**config.mk**
```make
export PLATFORM = sky130hd
export DESIGN_NAME = preemptive_priority_scheduler_unit
export DESIGN_NICKNAME = d
export VERILOG_FILES = /design/src/sv/ppsu_pkg.sv /design/src/sv/ppsu_arbiter.sv /design/src/sv/ppsu_slot_table.sv /design/src/sv/preemptive_priority_scheduler_unit.sv
export SDC_FILE = /design/constraint.sdc
export NUM_CORES = 2
export LEC_CHECK = 0
export BUFFER_PORTS_ARGS = -buffer_cell sky130_fd_sc_hd__buf_4
export CAP_MARGIN = 40
export CORE_ASPECT_RATIO = 1.75
export CORE_MARGIN = 1
export CORE_UTILIZATION = 40
export CTS_CLUSTER_SIZE = 10
export DETAILED_ROUTE_END_ITERATION = 16
export GPL_ROUTABILITY_DRIVEN = 0
export PLACE_DENSITY_LB_ADDON = 0.05
export SYNTH_ARGS = -nofsm -noshare
export SYNTH_HDL_FRONTEND = slang
export SYNTH_SLANG_ARGS = --single-unit
```
**constraint.sdc**
```tcl
create_clock -name clk -period 23.4 [get_ports clk]
set_input_delay 2.34 -clock clk [delete_from_list [all_inputs] [get_ports clk]]
set_output_delay 2.34 -clock clk [all_outputs]
set_load 0.05 [all_outputs]
```
**src/sv/ppsu_pkg.sv**
```systemverilog
// ----------------------------------------------------------------------------
// ppsu_pkg: shared types and constants of the priority scheduler
// Opcodes, field widths, time limit and the control bundle sent to the
// slot table.
// ----------------------------------------------------------------------------
package ppsu_pkg;

  localparam int unsigned OP_W    = 2;
  localparam int unsigned SLOT_W  = 4;
  localparam int unsigned ID_W    = 16;
  localparam int unsigned ARR_W   = 16;
  localparam int unsigned BURST_W = 16;
  localparam int unsigned PRIO_W  = 8;
  localparam int unsigned TIME_W  = 22;

  localparam logic [TIME_W-1:0] TIME_MAX = {TIME_W{1'b1}};

  // Item operations
  typedef enum logic [OP_W-1:0] {
    OP_CLEAR = 2'd0,
    OP_LOAD  = 2'd1,
    OP_TICK  = 2'd2
  } opcode_t;

  // Per-item table update, valid only in the cycle the item is processed
  typedef struct packed {
    logic clear;
    logic load;
    logic serve;
    logic finish;
  } tbl_ctl_t;

endpackage

```
**src/sv/ppsu_arbiter.sv**
```systemverilog
// ----------------------------------------------------------------------------
// ppsu_arbiter: priority pick over the task slots
// Binary compare tree: highest priority wins, then earlier arrival, then
// lower slot.
// ----------------------------------------------------------------------------
module ppsu_arbiter
  import ppsu_pkg::*;
#(
  parameter int unsigned SLOTS = 16
) (
  input  logic [SLOTS-1:0]         elig,
  input  logic [PRIO_W-1:0]        prio    [SLOTS],
  input  logic [ARR_W-1:0]         arrival [SLOTS],
  output logic                     found,
  output logic [$clog2(SLOTS)-1:0] win_idx
);

  localparam int unsigned IDX_W  = $clog2(SLOTS);
  localparam int unsigned NLEAF  = 1 << IDX_W;
  localparam int unsigned NNODE  = 2 * NLEAF - 1;

  logic              n_vld  [NNODE];
  logic [PRIO_W-1:0] n_prio [NNODE];
  logic [ARR_W-1:0]  n_arr  [NNODE];
  logic [IDX_W-1:0]  n_idx  [NNODE];

  // Leaves, padded up to a power of two with empty entries
  for (genvar i = 0; i < NLEAF; i++) begin : g_leaf
    if (i < SLOTS) begin : g_used
      assign n_vld[NLEAF-1+i]  = elig[i];
      assign n_prio[NLEAF-1+i] = prio[i];
      assign n_arr[NLEAF-1+i]  = arrival[i];
    end else begin : g_pad
      assign n_vld[NLEAF-1+i]  = 1'b0;
      assign n_prio[NLEAF-1+i] = '0;
      assign n_arr[NLEAF-1+i]  = '0;
    end
    assign n_idx[NLEAF-1+i] = IDX_W'(i);
  end

  // Inner nodes: left child holds the lower slots and keeps full ties
  for (genvar n = 0; n < NLEAF - 1; n++) begin : g_node
    logic take_hi;
    assign take_hi = n_vld[2*n+2] &&
                     (!n_vld[2*n+1] ||
                      (n_prio[2*n+2] > n_prio[2*n+1]) ||
                      ((n_prio[2*n+2] == n_prio[2*n+1]) &&
                       (n_arr[2*n+2] < n_arr[2*n+1])));
    assign n_vld[n]  = n_vld[2*n+1] | n_vld[2*n+2];
    assign n_prio[n] = take_hi ? n_prio[2*n+2] : n_prio[2*n+1];
    assign n_arr[n]  = take_hi ? n_arr[2*n+2]  : n_arr[2*n+1];
    assign n_idx[n]  = take_hi ? n_idx[2*n+2]  : n_idx[2*n+1];
  end

  assign found   = n_vld[0];
  assign win_idx = n_idx[0];

endmodule

```
**src/sv/ppsu_slot_table.sv**
```systemverilog
// ----------------------------------------------------------------------------
// ppsu_slot_table: task slot storage
// Holds per-slot task data and status, flags slots ready to run and reads
// out the served slot.
// ----------------------------------------------------------------------------
module ppsu_slot_table
  import ppsu_pkg::*;
#(
  parameter int unsigned SLOTS = 16
) (
  input  logic                     clk,
  input  logic                     rst_n,
  input  tbl_ctl_t                 ctl,
  input  logic [SLOT_W-1:0]        ld_slot,
  input  logic [ID_W-1:0]          ld_id,
  input  logic [ARR_W-1:0]         ld_arrival,
  input  logic [BURST_W-1:0]       ld_burst,
  input  logic [PRIO_W-1:0]        ld_prio,
  input  logic [TIME_W-1:0]        cur_time,
  input  logic [$clog2(SLOTS)-1:0] sel_idx,
  output logic [SLOTS-1:0]         elig,
  output logic [PRIO_W-1:0]        prio    [SLOTS],
  output logic [ARR_W-1:0]         arrival [SLOTS],
  output logic [ID_W-1:0]          sel_id,
  output logic [ARR_W-1:0]         sel_arrival,
  output logic [BURST_W-1:0]       sel_burst,
  output logic [BURST_W-1:0]       sel_rem,
  output logic                     all_done_nxt
);

  localparam int unsigned IDX_W = $clog2(SLOTS);

  logic [SLOTS-1:0]   loaded_r, loaded_nxt;
  logic [SLOTS-1:0]   done_r, done_nxt;
  logic [ID_W-1:0]    id_r    [SLOTS];
  logic [ARR_W-1:0]   arr_r   [SLOTS];
  logic [BURST_W-1:0] burst_r [SLOTS];
  logic [BURST_W-1:0] rem_r   [SLOTS];
  logic [PRIO_W-1:0]  prio_r  [SLOTS];
  logic [SLOTS-1:0]   ld_hit;
  logic [SLOTS-1:0]   sv_hit;

  for (genvar i = 0; i < SLOTS; i++) begin : g_slot
    // Decode the write targets; a load beyond the table hits nothing
    assign ld_hit[i] = ctl.load && ({28'd0, ld_slot} == 32'(i));
    assign sv_hit[i] = ctl.serve && (sel_idx == IDX_W'(i));

    // Status next state
    always_comb begin
      loaded_nxt[i] = loaded_r[i];
      done_nxt[i]   = done_r[i];
      if (ctl.clear) begin
        loaded_nxt[i] = 1'b0;
        done_nxt[i]   = 1'b0;
      end else if (ld_hit[i]) begin
        loaded_nxt[i] = 1'b1;
        done_nxt[i]   = 1'b0;
      end else if (sv_hit[i] && ctl.finish) begin
        done_nxt[i]   = 1'b1;
      end
    end

    always_ff @(posedge clk) begin
      if (!rst_n) begin
        loaded_r[i] <= 1'b0;
        done_r[i]   <= 1'b0;
      end else begin
        loaded_r[i] <= loaded_nxt[i];
        done_r[i]   <= done_nxt[i];
      end
    end

    // Task data: written by a load, remaining time counted down on service
    always_ff @(posedge clk) begin
      if (ld_hit[i]) begin
        id_r[i]    <= ld_id;
        arr_r[i]   <= ld_arrival;
        burst_r[i] <= ld_burst;
        rem_r[i]   <= ld_burst;
        prio_r[i]  <= ld_prio;
      end else if (sv_hit[i]) begin
        rem_r[i] <= ctl.finish ? '0 : rem_r[i] - BURST_W'(1);
      end
    end

    // Ready to run: loaded, unfinished and already arrived
    assign elig[i]    = loaded_r[i] && !done_r[i] &&
                        ({{(TIME_W-ARR_W){1'b0}}, arr_r[i]} <= cur_time);
    assign prio[i]    = prio_r[i];
    assign arrival[i] = arr_r[i];
  end

  // Read out the served slot
  assign sel_id      = id_r[sel_idx];
  assign sel_arrival = arr_r[sel_idx];
  assign sel_burst   = burst_r[sel_idx];
  assign sel_rem     = rem_r[sel_idx];

  assign all_done_nxt = ~|(loaded_nxt & ~done_nxt);

endmodule

```
**src/sv/preemptive_priority_scheduler_unit.sv**
```systemverilog
// ----------------------------------------------------------------------------
// preemptive_priority_scheduler_unit: preemptive priority task scheduler
// Loads task slots and, on each tick item, serves the best ready task and
// reports its completion figures.
// ----------------------------------------------------------------------------
//
//   channel | direction | handshake           | payload
//   --------+-----------+---------------------+-------------------------------
//   in_     | input     | in_valid/in_ready   | opcode, slot, id, arrival,
//           |           |                     | burst, prio
//   out_    | output    | out_valid/out_ready | ran, served slot/id, finished,
//           |           |                     | times, now, all_done
//
// One item per cycle sustained while out_ready holds; an item's result passes
// from the input register through the arbiter tree and table update into the
// result register, where it is held until out_ready takes it.
// The slot arbiter tree sets the cycle time.
// Reset clears slot status and time; slot data is undefined until loaded.
// A stalled result register holds the item in the input register, and
// in_ready drops only when both stages are full.
// ----------------------------------------------------------------------------
module preemptive_priority_scheduler_unit
  import ppsu_pkg::*;
#(
  parameter int unsigned SLOTS = 16
) (
  input  logic               clk,
  input  logic               rst_n,
  input  logic               in_valid,
  output logic               in_ready,
  input  logic [OP_W-1:0]    in_opcode,
  input  logic [SLOT_W-1:0]  in_slot,
  input  logic [ID_W-1:0]    in_task_id,
  input  logic [ARR_W-1:0]   in_arrival,
  input  logic [BURST_W-1:0] in_burst,
  input  logic [PRIO_W-1:0]  in_prio,
  output logic               out_valid,
  input  logic               out_ready,
  output logic               out_ran,
  output logic [SLOT_W-1:0]  out_served_slot,
  output logic [ID_W-1:0]    out_served_id,
  output logic               out_finished,
  output logic [TIME_W-1:0]  out_completion_time,
  output logic [TIME_W-1:0]  out_turnaround,
  output logic [TIME_W-1:0]  out_wait_time,
  output logic [TIME_W-1:0]  out_now,
  output logic               out_all_done
);

  localparam int unsigned IDX_W = $clog2(SLOTS);

  // Input register
  logic               s_valid_r;
  logic [OP_W-1:0]    s_opcode_r;
  logic [SLOT_W-1:0]  s_slot_r;
  logic [ID_W-1:0]    s_id_r;
  logic [ARR_W-1:0]   s_arr_r;
  logic [BURST_W-1:0] s_burst_r;
  logic [PRIO_W-1:0]  s_prio_r;

  // Time and result register
  logic [TIME_W-1:0]  time_r, time_nxt, time_inc;
  logic               out_valid_r;
  logic               ran_r;
  logic [SLOT_W-1:0]  sslot_r;
  logic [ID_W-1:0]    sid_r;
  logic               fin_r;
  logic [TIME_W-1:0]  comp_r, tat_r, wt_r, now_r;
  logic               all_done_r;

  logic               advance;
  logic               is_clear, is_load, is_tick;
  tbl_ctl_t           ctl;
  logic [SLOTS-1:0]   elig;
  logic [PRIO_W-1:0]  prio    [SLOTS];
  logic [ARR_W-1:0]   arrival [SLOTS];
  logic               found;
  logic [IDX_W-1:0]   win_idx;
  logic [IDX_W+3:0]   win_ext;
  logic [ID_W-1:0]    sel_id;
  logic [ARR_W-1:0]   sel_arrival;
  logic [BURST_W-1:0] sel_burst;
  logic [BURST_W-1:0] sel_rem;
  logic               all_done_nxt;
  logic               serve, finish;
  logic [TIME_W-1:0]  tat, burst_ext;

  // Handshake: the input register moves on whenever the result slot frees
  assign advance  = s_valid_r && (!out_valid_r || out_ready);
  assign in_ready = !s_valid_r || advance;

  always_ff @(posedge clk) begin
    if (!rst_n) begin
      s_valid_r <= 1'b0;
    end else if (in_ready) begin
      s_valid_r <= in_valid;
    end
  end

  always_ff @(posedge clk) begin
    if (in_ready && in_valid) begin
      s_opcode_r <= in_opcode;
      s_slot_r   <= in_slot;
      s_id_r     <= in_task_id;
      s_arr_r    <= in_arrival;
      s_burst_r  <= in_burst;
      s_prio_r   <= in_prio;
    end
  end

  // Decode the held item
  always_comb begin
    is_clear = 1'b0;
    is_load  = 1'b0;
    is_tick  = 1'b0;
    unique case (s_opcode_r)
      OP_CLEAR: is_clear = 1'b1;
      OP_LOAD:  is_load  = 1'b1;
      OP_TICK:  is_tick  = 1'b1;
      default:  ;
    endcase
  end

  ppsu_slot_table #(
    .SLOTS (SLOTS)
  ) u_table (
    .clk          (clk),
    .rst_n        (rst_n),
    .ctl          (ctl),
    .ld_slot      (s_slot_r),
    .ld_id        (s_id_r),
    .ld_arrival   (s_arr_r),
    .ld_burst     (s_burst_r),
    .ld_prio      (s_prio_r),
    .cur_time     (time_r),
    .sel_idx      (win_idx),
    .elig         (elig),
    .prio         (prio),
    .arrival      (arrival),
    .sel_id       (sel_id),
    .sel_arrival  (sel_arrival),
    .sel_burst    (sel_burst),
    .sel_rem      (sel_rem),
    .all_done_nxt (all_done_nxt)
  );

  ppsu_arbiter #(
    .SLOTS (SLOTS)
  ) u_arb (
    .elig    (elig),
    .prio    (prio),
    .arrival (arrival),
    .found   (found),
    .win_idx (win_idx)
  );

  // Serve the winner; it finishes when at most one tick remains
  assign serve  = advance && is_tick && found;
  assign finish = serve && (sel_rem <= BURST_W'(1));

  always_comb begin
    ctl.clear  = advance && is_clear;
    ctl.load   = advance && is_load;
    ctl.serve  = serve;
    ctl.finish = finish;
  end

  // Saturating time step
  assign time_inc = (time_r == TIME_MAX) ? time_r : time_r + TIME_W'(1);

  always_comb begin
    time_nxt = time_r;
    if (is_clear) begin
      time_nxt = '0;
    end else if (is_tick) begin
      time_nxt = time_inc;
    end
  end

  always_ff @(posedge clk) begin
    if (!rst_n) begin
      time_r <= '0;
    end else if (advance) begin
      time_r <= time_nxt;
    end
  end

  // Completion figures; waiting time floors at zero
  assign tat       = time_inc - {{(TIME_W-ARR_W){1'b0}}, sel_arrival};
  assign burst_ext = {{(TIME_W-BURST_W){1'b0}}, sel_burst};
  assign win_ext   = {{4{1'b0}}, win_idx};

  // Result register
  always_ff @(posedge clk) begin
    if (!rst_n) begin
      out_valid_r <= 1'b0;
    end else if (advance) begin
      out_valid_r <= 1'b1;
    end else if (out_ready) begin
      out_valid_r <= 1'b0;
    end
  end

  always_ff @(posedge clk) begin
    if (advance) begin
      ran_r      <= serve;
      sslot_r    <= serve ? win_ext[SLOT_W-1:0] : '0;
      sid_r      <= serve ? sel_id : '0;
      fin_r      <= finish;
      comp_r     <= finish ? time_inc : '0;
      tat_r      <= finish ? tat : '0;
      wt_r       <= (finish && (tat > burst_ext)) ? tat - burst_ext : '0;
      now_r      <= time_nxt;
      all_done_r <= all_done_nxt;
    end
  end

  assign out_valid           = out_valid_r;
  assign out_ran             = ran_r;
  assign out_served_slot     = sslot_r;
  assign out_served_id       = sid_r;
  assign out_finished        = fin_r;
  assign out_completion_time = comp_r;
  assign out_turnaround      = tat_r;
  assign out_wait_time       = wt_r;
  assign out_now             = now_r;
  assign out_all_done        = all_done_r;

endmodule

```
# ---- After elaboration in Yosys (flattened, before gate mapping)
# Memory sizes are Yosys's and may differ from the RTL's. A register that Yosys moved wholly into a read port is not among the register bits.
# Cells that the tools add are included.
dict set report totals {
  ff_bits 213
  ram_bits 1152
  in_bits 66
  output_inout_bits 113
  wordCells 935
  mem_count 5
}
# name words width rd rd_clocked_by_memory_dff wr line
set memory_table {}
lappend memory_table {u_table.arr_r 16 16 17 0 1 ppsu_slot_table.sv:36} ;# logic [ARR_W-1:0] arr_r [SLOTS];
lappend memory_table {u_table.burst_r 16 16 1 0 1 ppsu_slot_table.sv:37} ;# logic [BURST_W-1:0] burst_r [SLOTS];
lappend memory_table {u_table.id_r 16 16 1 1 1 ppsu_slot_table.sv:35} ;# logic [ID_W-1:0] id_r [SLOTS];
lappend memory_table {u_table.rem_r 16 16 17 0 1 ppsu_slot_table.sv:38} ;# logic [BURST_W-1:0] rem_r [SLOTS];
lappend memory_table {u_table.prio_r 16 8 16 0 1 ppsu_slot_table.sv:39} ;# logic [PRIO_W-1:0] prio_r [SLOTS];
dict set report classes {
  addsub 19
  n_lt_le_gt_ge 48
  n_eq_ne 48
  n_mux 468
  bitwise_logic 33
  reduce_logical 265
}
# operator count
set ops {}
lappend ops {{$mux W16} 106}
lappend ops {{$reduce_or A16 Y1} 61}
lappend ops {{$le A16 B22 Y1} 16}
lappend ops {{$mux W4} 76}
lappend ops {{$sub A16 B1 Y16 const B} 16}
lappend ops {{$mux W1} 248}
lappend ops {{$lt A16 B16 Y1} 15}
lappend ops {{$mux W8} 29}
lappend ops {{$eq A8 B8 Y1} 15}
lappend ops {{$gt A8 B8 Y1} 15}
lappend ops {{$reduce_or A8 Y1} 15}
lappend ops {{$logic_and A1 B1 Y1} 118}
lappend ops {{$mux W22} 3}
lappend ops {{$eq A4 B4 Y1 const B} 16}
lappend ops {{$sub A22 B16 Y22} 2}
lappend ops {{$logic_not A1 Y1} 35}
lappend ops {{$eq A4 B3 Y1 const B} 8}
lappend ops {{$logic_or A1 B1 Y1} 32}
lappend ops {{$or A1 B1 Y1} 31}
lappend ops {{$add A22 B1 Y22 const B} 1}
lappend ops {{$eq A22 B22 Y1 const B} 1}
lappend ops {{$gt A22 B16 Y1} 1}
lappend ops {{$and A16 B16 Y16} 1}
lappend ops {{$eq A4 B2 Y1 const B} 4}
lappend ops {{other kinds (10)} 16}

# ---- Longest topological paths before layout
dict set report depth {
  ltp_word 45
  ltp_mapped 92
  depth_no_buf 79
}

# ---- By module
# A second synthesis with hierarchy kept.
dict set report unflattened {
  hier_cells 6354
  area_unflattened_um2 78731.8
}
# module n_inst cells_per_inst area_each_um2 seq_area_each_um2
set modules_own_cells {}
lappend modules_own_cells {ppsu_slot_table 1 3659 56800.7 35233.8}
lappend modules_own_cells {ppsu_arbiter 1 1893 12492.0 0.0}
lappend modules_own_cells {preemptive_priority_scheduler_unit 1 802 9439.1 5675.4}

# ---- Worst setup path before layout
# No wires, ideal clock.
dict set report synth_timing {
  path_kind {register to register}
  from {register time_r[15]}
  to {register wt_r[19] (netlist: out_wait_time[19]) (data pin)}
  setup_time_ns 0.264
  arrival_time_ns 17.451
  required_ns 23.136
  setup_slack_ns 5.685
  path_stages_with_launch 89
  path_buffers 14
  synth_period_minus_slack_ns 17.715
  path_cell_list {dfxtp_1 > inv_1 > ha_1 > a21o_1 > a211oi_1 > o221a_2 > o22ai_1 > a21oi_1 > a21boi_0 > clkbuf_1 > clkbuf_1 > mux2i_1 > ha_1 > a21o_1 > a21o_1 > a21oi_1 > nor2_1 > a2111oi_0 > [... 53 more ...] > o21ai_0 > a21oi_1 > o21ai_0 > a21oi_1 > o21ai_0 > a21boi_0 > o21ai_0 > a21oi_1 > o21ai_0 > nand2b_1 > xnor2_1 > nand3_1 > nor2_1 > and2_1 > nand4_1 > o311ai_2 > buf_6 > a21oi_1}
}
dict set report synth_between {
  elab_chain_cells 26
  elab_cells_between_ends 191
  cone_classes {add/sub (3); order compare (32); eq/ne (8); mux (44); bitwise (15); reduce/logical (86); memory (3)}
}
# item line
set synth_lines {}
lappend synth_lines {{from (decl)} preemptive_priority_scheduler_unit.sv:62} ;# logic [TIME_W-1:0] time_r, time_nxt, time_inc;
lappend synth_lines {{from (signal assigned)} preemptive_priority_scheduler_unit.sv:184} ;# time_r <= time_nxt;
lappend synth_lines {{$le A16 B22 Y1} ppsu_slot_table.sv:88} ;# ({{(TIME_W-ARR_W){1'b0}}, arr_r[i]} <= cur_time);
lappend synth_lines {{$logic_and A1 B1 Y1} ppsu_slot_table.sv:87} ;# assign elig[i] = loaded_r[i] && !done_r[i] &&
lappend synth_lines {{$logic_not A1 Y1} ppsu_arbiter.sv:45} ;# (!n_vld[2*n+1] ||
lappend synth_lines {{$logic_or A1 B1 Y1} ppsu_arbiter.sv:45}
lappend synth_lines {{$logic_or A1 B1 Y1} ppsu_arbiter.sv:46} ;# (n_prio[2*n+2] > n_prio[2*n+1]) ||
lappend synth_lines {{$logic_and A1 B1 Y1} ppsu_arbiter.sv:44} ;# assign take_hi = n_vld[2*n+2] &&
lappend synth_lines {{$mux W16 or $mux W8 (tied branches)} {ppsu_arbiter.sv:51, ppsu_arbiter.sv:50}}
lappend synth_lines {{$lt A16 B16 Y1 (tied with other cells)} ppsu_arbiter.sv:48} ;# (n_arr[2*n+2] < n_arr[2*n+1])));
lappend synth_lines {{[... 10 more ...]} --}
lappend synth_lines {{$logic_and A1 B1 Y1 or $logic_or A1 B1 Y1 (tied branches)} {ppsu_arbiter.sv:47, ppsu_arbiter.sv:45}}
lappend synth_lines {{$logic_or A1 B1 Y1} ppsu_arbiter.sv:46}
lappend synth_lines {{$logic_and A1 B1 Y1} ppsu_arbiter.sv:44}
lappend synth_lines {{$mux W4} ppsu_arbiter.sv:52} ;# assign n_idx[n] = take_hi ? n_idx[2*n+2] : n_idx[2*n+1];
lappend synth_lines {{$mem_v2 Z16 W16 (on tied branches)} --}
lappend synth_lines {{$sub A22 B16 Y22 or $le A16 B1 Y1 (tied branches)} {preemptive_priority_scheduler_unit.sv:189, preemptive_priority_scheduler_unit.sv:159}}
lappend synth_lines {{$gt A22 B16 Y1 or $logic_and A1 B1 Y1 (tied branches)} {preemptive_priority_scheduler_unit.sv:212, preemptive_priority_scheduler_unit.sv:159}}
lappend synth_lines {{$logic_and A1 B1 Y1} preemptive_priority_scheduler_unit.sv:212} ;# wt_r <= (finish && (tat > burst_ext)) ? tat - burst_ext : '0;
lappend synth_lines {{to (signal assigned)} preemptive_priority_scheduler_unit.sv:212}
lappend synth_lines {{to (decl)} preemptive_priority_scheduler_unit.sv:68} ;# logic [TIME_W-1:0] comp_r, tat_r, wt_r, now_r;
# Parallel ways exist; a longest one is shown, timed or not.
# A chain may end at the register's enable or synchronous reset.

# ---- Worst setup path after layout
dict set report layout_timing {
  from {register time_r[9]}
  to {register wt_r[15] (netlist: out_wait_time[15]) (data pin)}
}
# The elaborated chain is that of the path after synthesis.

==> flow_summary.json <==
{
  "path_common_cell": "a21oi_1",
  "hp-class": "reg2reg",
  "synthDistinctLibCells": 105,
  "setup_viol": 0,
  "numClockSinks": 1381,
  "drt_iter0_drc": 6066,
  "ir_worst_vdd_mv": 0.05410,
  "max-cap-violations": 0,
  "hpwl_mm": 238.1,
  "drtAntennaViolNets": 0,
  "grt_first_pass_wirelength_mm": 465.1,
  "port_buffers": 178,
  "utilization_pct": 45.88,
  "fin_nets": 8479,
  "powerDensity_nw_per_um2": 59.79,
  "register_area_sq_um": 40910,
  "arrival_ps": 21300,
  "drive_gt1_share_pct": 10.84,
  "fin_crit_ps": 20740,
  "netlist_instances": 7495,
  "critical_path.max_fanout": 44,
  "required_ps": 23950,
  "drc_errors": 0,
  "final_common_cell": "edfxtp_1",
  "clockBufferDepth": 4,
  "finalMaxSlewViolations": 0,
  "syn2layout_area_growth_pct": 13.75,
  "hold_start": "u_table.loaded_r[7]$_SDFF_PN0_",
  "hold_viol": 0,
  "r2r_slack_ps": 2660,
  "timing.slew.headroom_pct": 26.06,
  "routed_wl_mm": 331.9,
  "crit_path_top_delay_cell": "a221oi_1",
  "worst-r2r-cell-count": 74,
  "finalNonFillerCells": 10440,
  "synth_area_per_cell_sq_um": 10.66,
  "syn_nets": 8210,
  "synth_top_area_cell": "edfxtp_1",
  "num_rows": 216,
  "start_util_pct": 40.33,
  "die_area_sq_um": 201600,
  "first_pass_iters": 6,
  "grt_max_degree": 120,
  "synth_ff_type": "edfxtp_1",
  "cts_max_level": 4,
  "yosys_warnings": 0,
  "postCtsSetupRepairBufs": 0,
  "cts_resized": 0,
  "fin_setup_tns_ps": 0,
  "ys_async_sr_fraction_pct": 0,
  "dieWidth_um": 339.8,
  "yosys.area.top_type_share_pct": 49.80,
  "grtUsageTotal_pct": 32.43,
  "grt_setup_unrepaired": "no",
  "vias": 63830,
  "antenna_found_initial": 16,
  "ioPinCount": 179,
  "worstSkewPairLatency_ps": 870,
  "grt_pass1_vias": 62760,
  "die_h_um": 593.2,
  "cts_tree": "yes",
  "synth_edf_count": 1325,
  "p_leak_nw": 33.68,
  "clock.fmax_mhz": 48.21,
  "place_inst": 10200,
  "slowest_delay_ps": 860,
  "synth_seq_cells": 1381,
  "viasPerCell": 6.115,
  "grt-ovfl-total": 0,
  "cts_made_buffers": 169,
  "clock-skew-final_ps": 87.18,
  "worst_slew_pin_slew_ps": 1109,
  "syn-cell-area_sq_um": 79900,
  "clkSlewWorstSetupHoldPaths_ps": 60,
  "timing.rr.start": "time_r[9]$_SDFFE_PN0P_",
  "multi_input_area_sq_um": 36490,
  "endpoint_kind": "flop",
  "cts-root-buf": "clkbuf_16",
  "final_cell_mix": "edfxtp_1, nand2_1, ha_1, nor2_1, buf_4",
  "core-area_sq_um": 198100,
  "crit_type": "reg2reg",
  "finalCritPeriodShare_pct": 88.65,
  "hold_end": "u_table.loaded_r[7]$_SDFF_PN0_",
  "cts_hold_buf": 0,
  "cp-start-kind": "flop",
  "fillers": 18470,
  "routedWlPerCell_um": 31.80,
  "hold-path-cell-count": 2,
  "ys_seq_area_share_pct": 51.20,
  "synth.area.top_cells": "edfxtp_1, ha_1, nand2_1",
  "outcome": "finished, final reports clean",
  "timing.rr.end": "out_wait_time[15]$_SDFFCE_PN0P_"
}
[metal layers]
layer | track usage, % | part of all wire (%) | wire length [um] | vias up
met5 | 0 | 0.019 | 62 | -
met4 | 28.73 | 11 | 34930 | 10
met3 | 5.475 | 6.0 | 19790 | 1058
met2 | 56.00 | 49 | 162600 | 2841
met1 | 34.01 | 35 | 114600 | 31380
li1 | - | - | - | 28540
[synth_stat cells, types with 22 or more instances]
master	n
mux2i_1	110
a221oi_1	26
and3_1	55
a21o_1	86
and2_1	40
o31a_1	22
nor3_1	128
nor2b_1	63
or4_1	26
xnor2_1	193
inv_1	338
buf_1	72
dfxtp_1	56
o22ai_1	26
nand2_1	1218
buf_2	60
a211oi_1	76
nand3_1	343
a21boi_0	28
edfxtp_1	1325
o211ai_1	81
or3_1	32
nor2_1	431
a311oi_1	37
clkbuf_1	216
mux4_2	39
xor2_1	64
o31ai_1	262
mux2_2	56
nand4_1	129
a21oi_1	359
nand2b_1	43
nor4_1	94
a31oi_1	58
o21ai_0	299
ha_1	647
nor3b_1	23
o21a_1	47
[through the flow]
step	hold WS [ps]	cell area, sq um	setup WS, ps	power (mW)
6_report	463.5	90890	2656	5.434
3_3_place_gp	447.2	84880	2724	3.098
3_5_place_dp	452.2	86170	3382	3.114
2_1_floorplan	432.3	79900	5685	2.961
5_1_grt	496.0	90870	1654	5.564
4_1_cts	466.9	90740	3297	5.476
[power breakdown]
group          internal, mW  switching, mW
logic                0.0983          0.219
registers              2.73         0.0222
clock network          1.33           1.04
total                  4.15           1.28
[cell type report]
type                       instances  area share [%]
multi-input combinational       5412           40.15
clock inverter                    20          0.1583
clock buffer                     199           4.869
timing repair buffer             460           4.767
tap                             2616           3.601
inverter                         340           1.418
antenna                           10         0.02753
sequential                      1381           45.01
[flip-flops by register name, indices dropped and copies added, names as in the netlist, 4 cells and up]
register	count
s_prio_r	8
out_served_id	16
u_table.arr_r	256
out_now	22
u_table.id_r	256
out_wait_time	22
u_table.loaded_r	16
s_slot_r	4
u_table.rem_r	256
u_table.burst_r	256
time_r	22
u_table.done_r	16
out_served_slot	4
out_turnaround	22
out_completion_time	22
s_arr_r	16
u_table.prio_r	128
s_id_r	16
s_burst_r	16
[worst max-delay path: cells and delay by family (launching register included)]
kind                       cells  cell delay [ps]
DFF                            1              450
AOI/OAI and AO/OA             35             9200
adders and majority gates      6             2130
buffers and inverters         10             2920
muxes                          1              530
and+or+nand+nor               22             5110
[cell families after synthesis]
group / count (synthesis) / share of synthesized area (%)
AOI/OAI and AO/OA: 1600 / 13.43
xor gates and xnor gates: 257 / 2.817
adders and majority gates: 649 / 10.18
buffers and inverters: 702 / 3.509
DFF: 1381 / 51.20
muxes: 205 / 3.267
and+or+nand+nor: 2701 / 15.59
[how the worst max path moves through the flow]
stage | from | to | slack [ps] | depth (start not counted)
2_1_floorplan | time_r[15]$_SDFFE_PN0P_ | out_wait_time[19]$_SDFFCE_PN0P_ | 5680 | 88
3_3_place_gp | time_r[15]$_SDFFE_PN0P_ | out_wait_time[15]$_SDFFCE_PN0P_ | 2720 | 71
3_5_place_dp | time_r[7]$_SDFFE_PN0P_ | out_wait_time[15]$_SDFFCE_PN0P_ | 3380 | 73
4_1_cts | u_table.arr_r[4][2]$_DFFE_PP_ | out_wait_time[15]$_SDFFCE_PN0P_ | 3300 | 72
5_1_grt | time_r[7]$_SDFFE_PN0P_ | out_wait_time[15]$_SDFFCE_PN0P_ | 1650 | 75
6_report | time_r[9]$_SDFFE_PN0P_ | out_wait_time[15]$_SDFFCE_PN0P_ | 2660 | 74
Note: power is estimated with default switching activity, not from simulation.
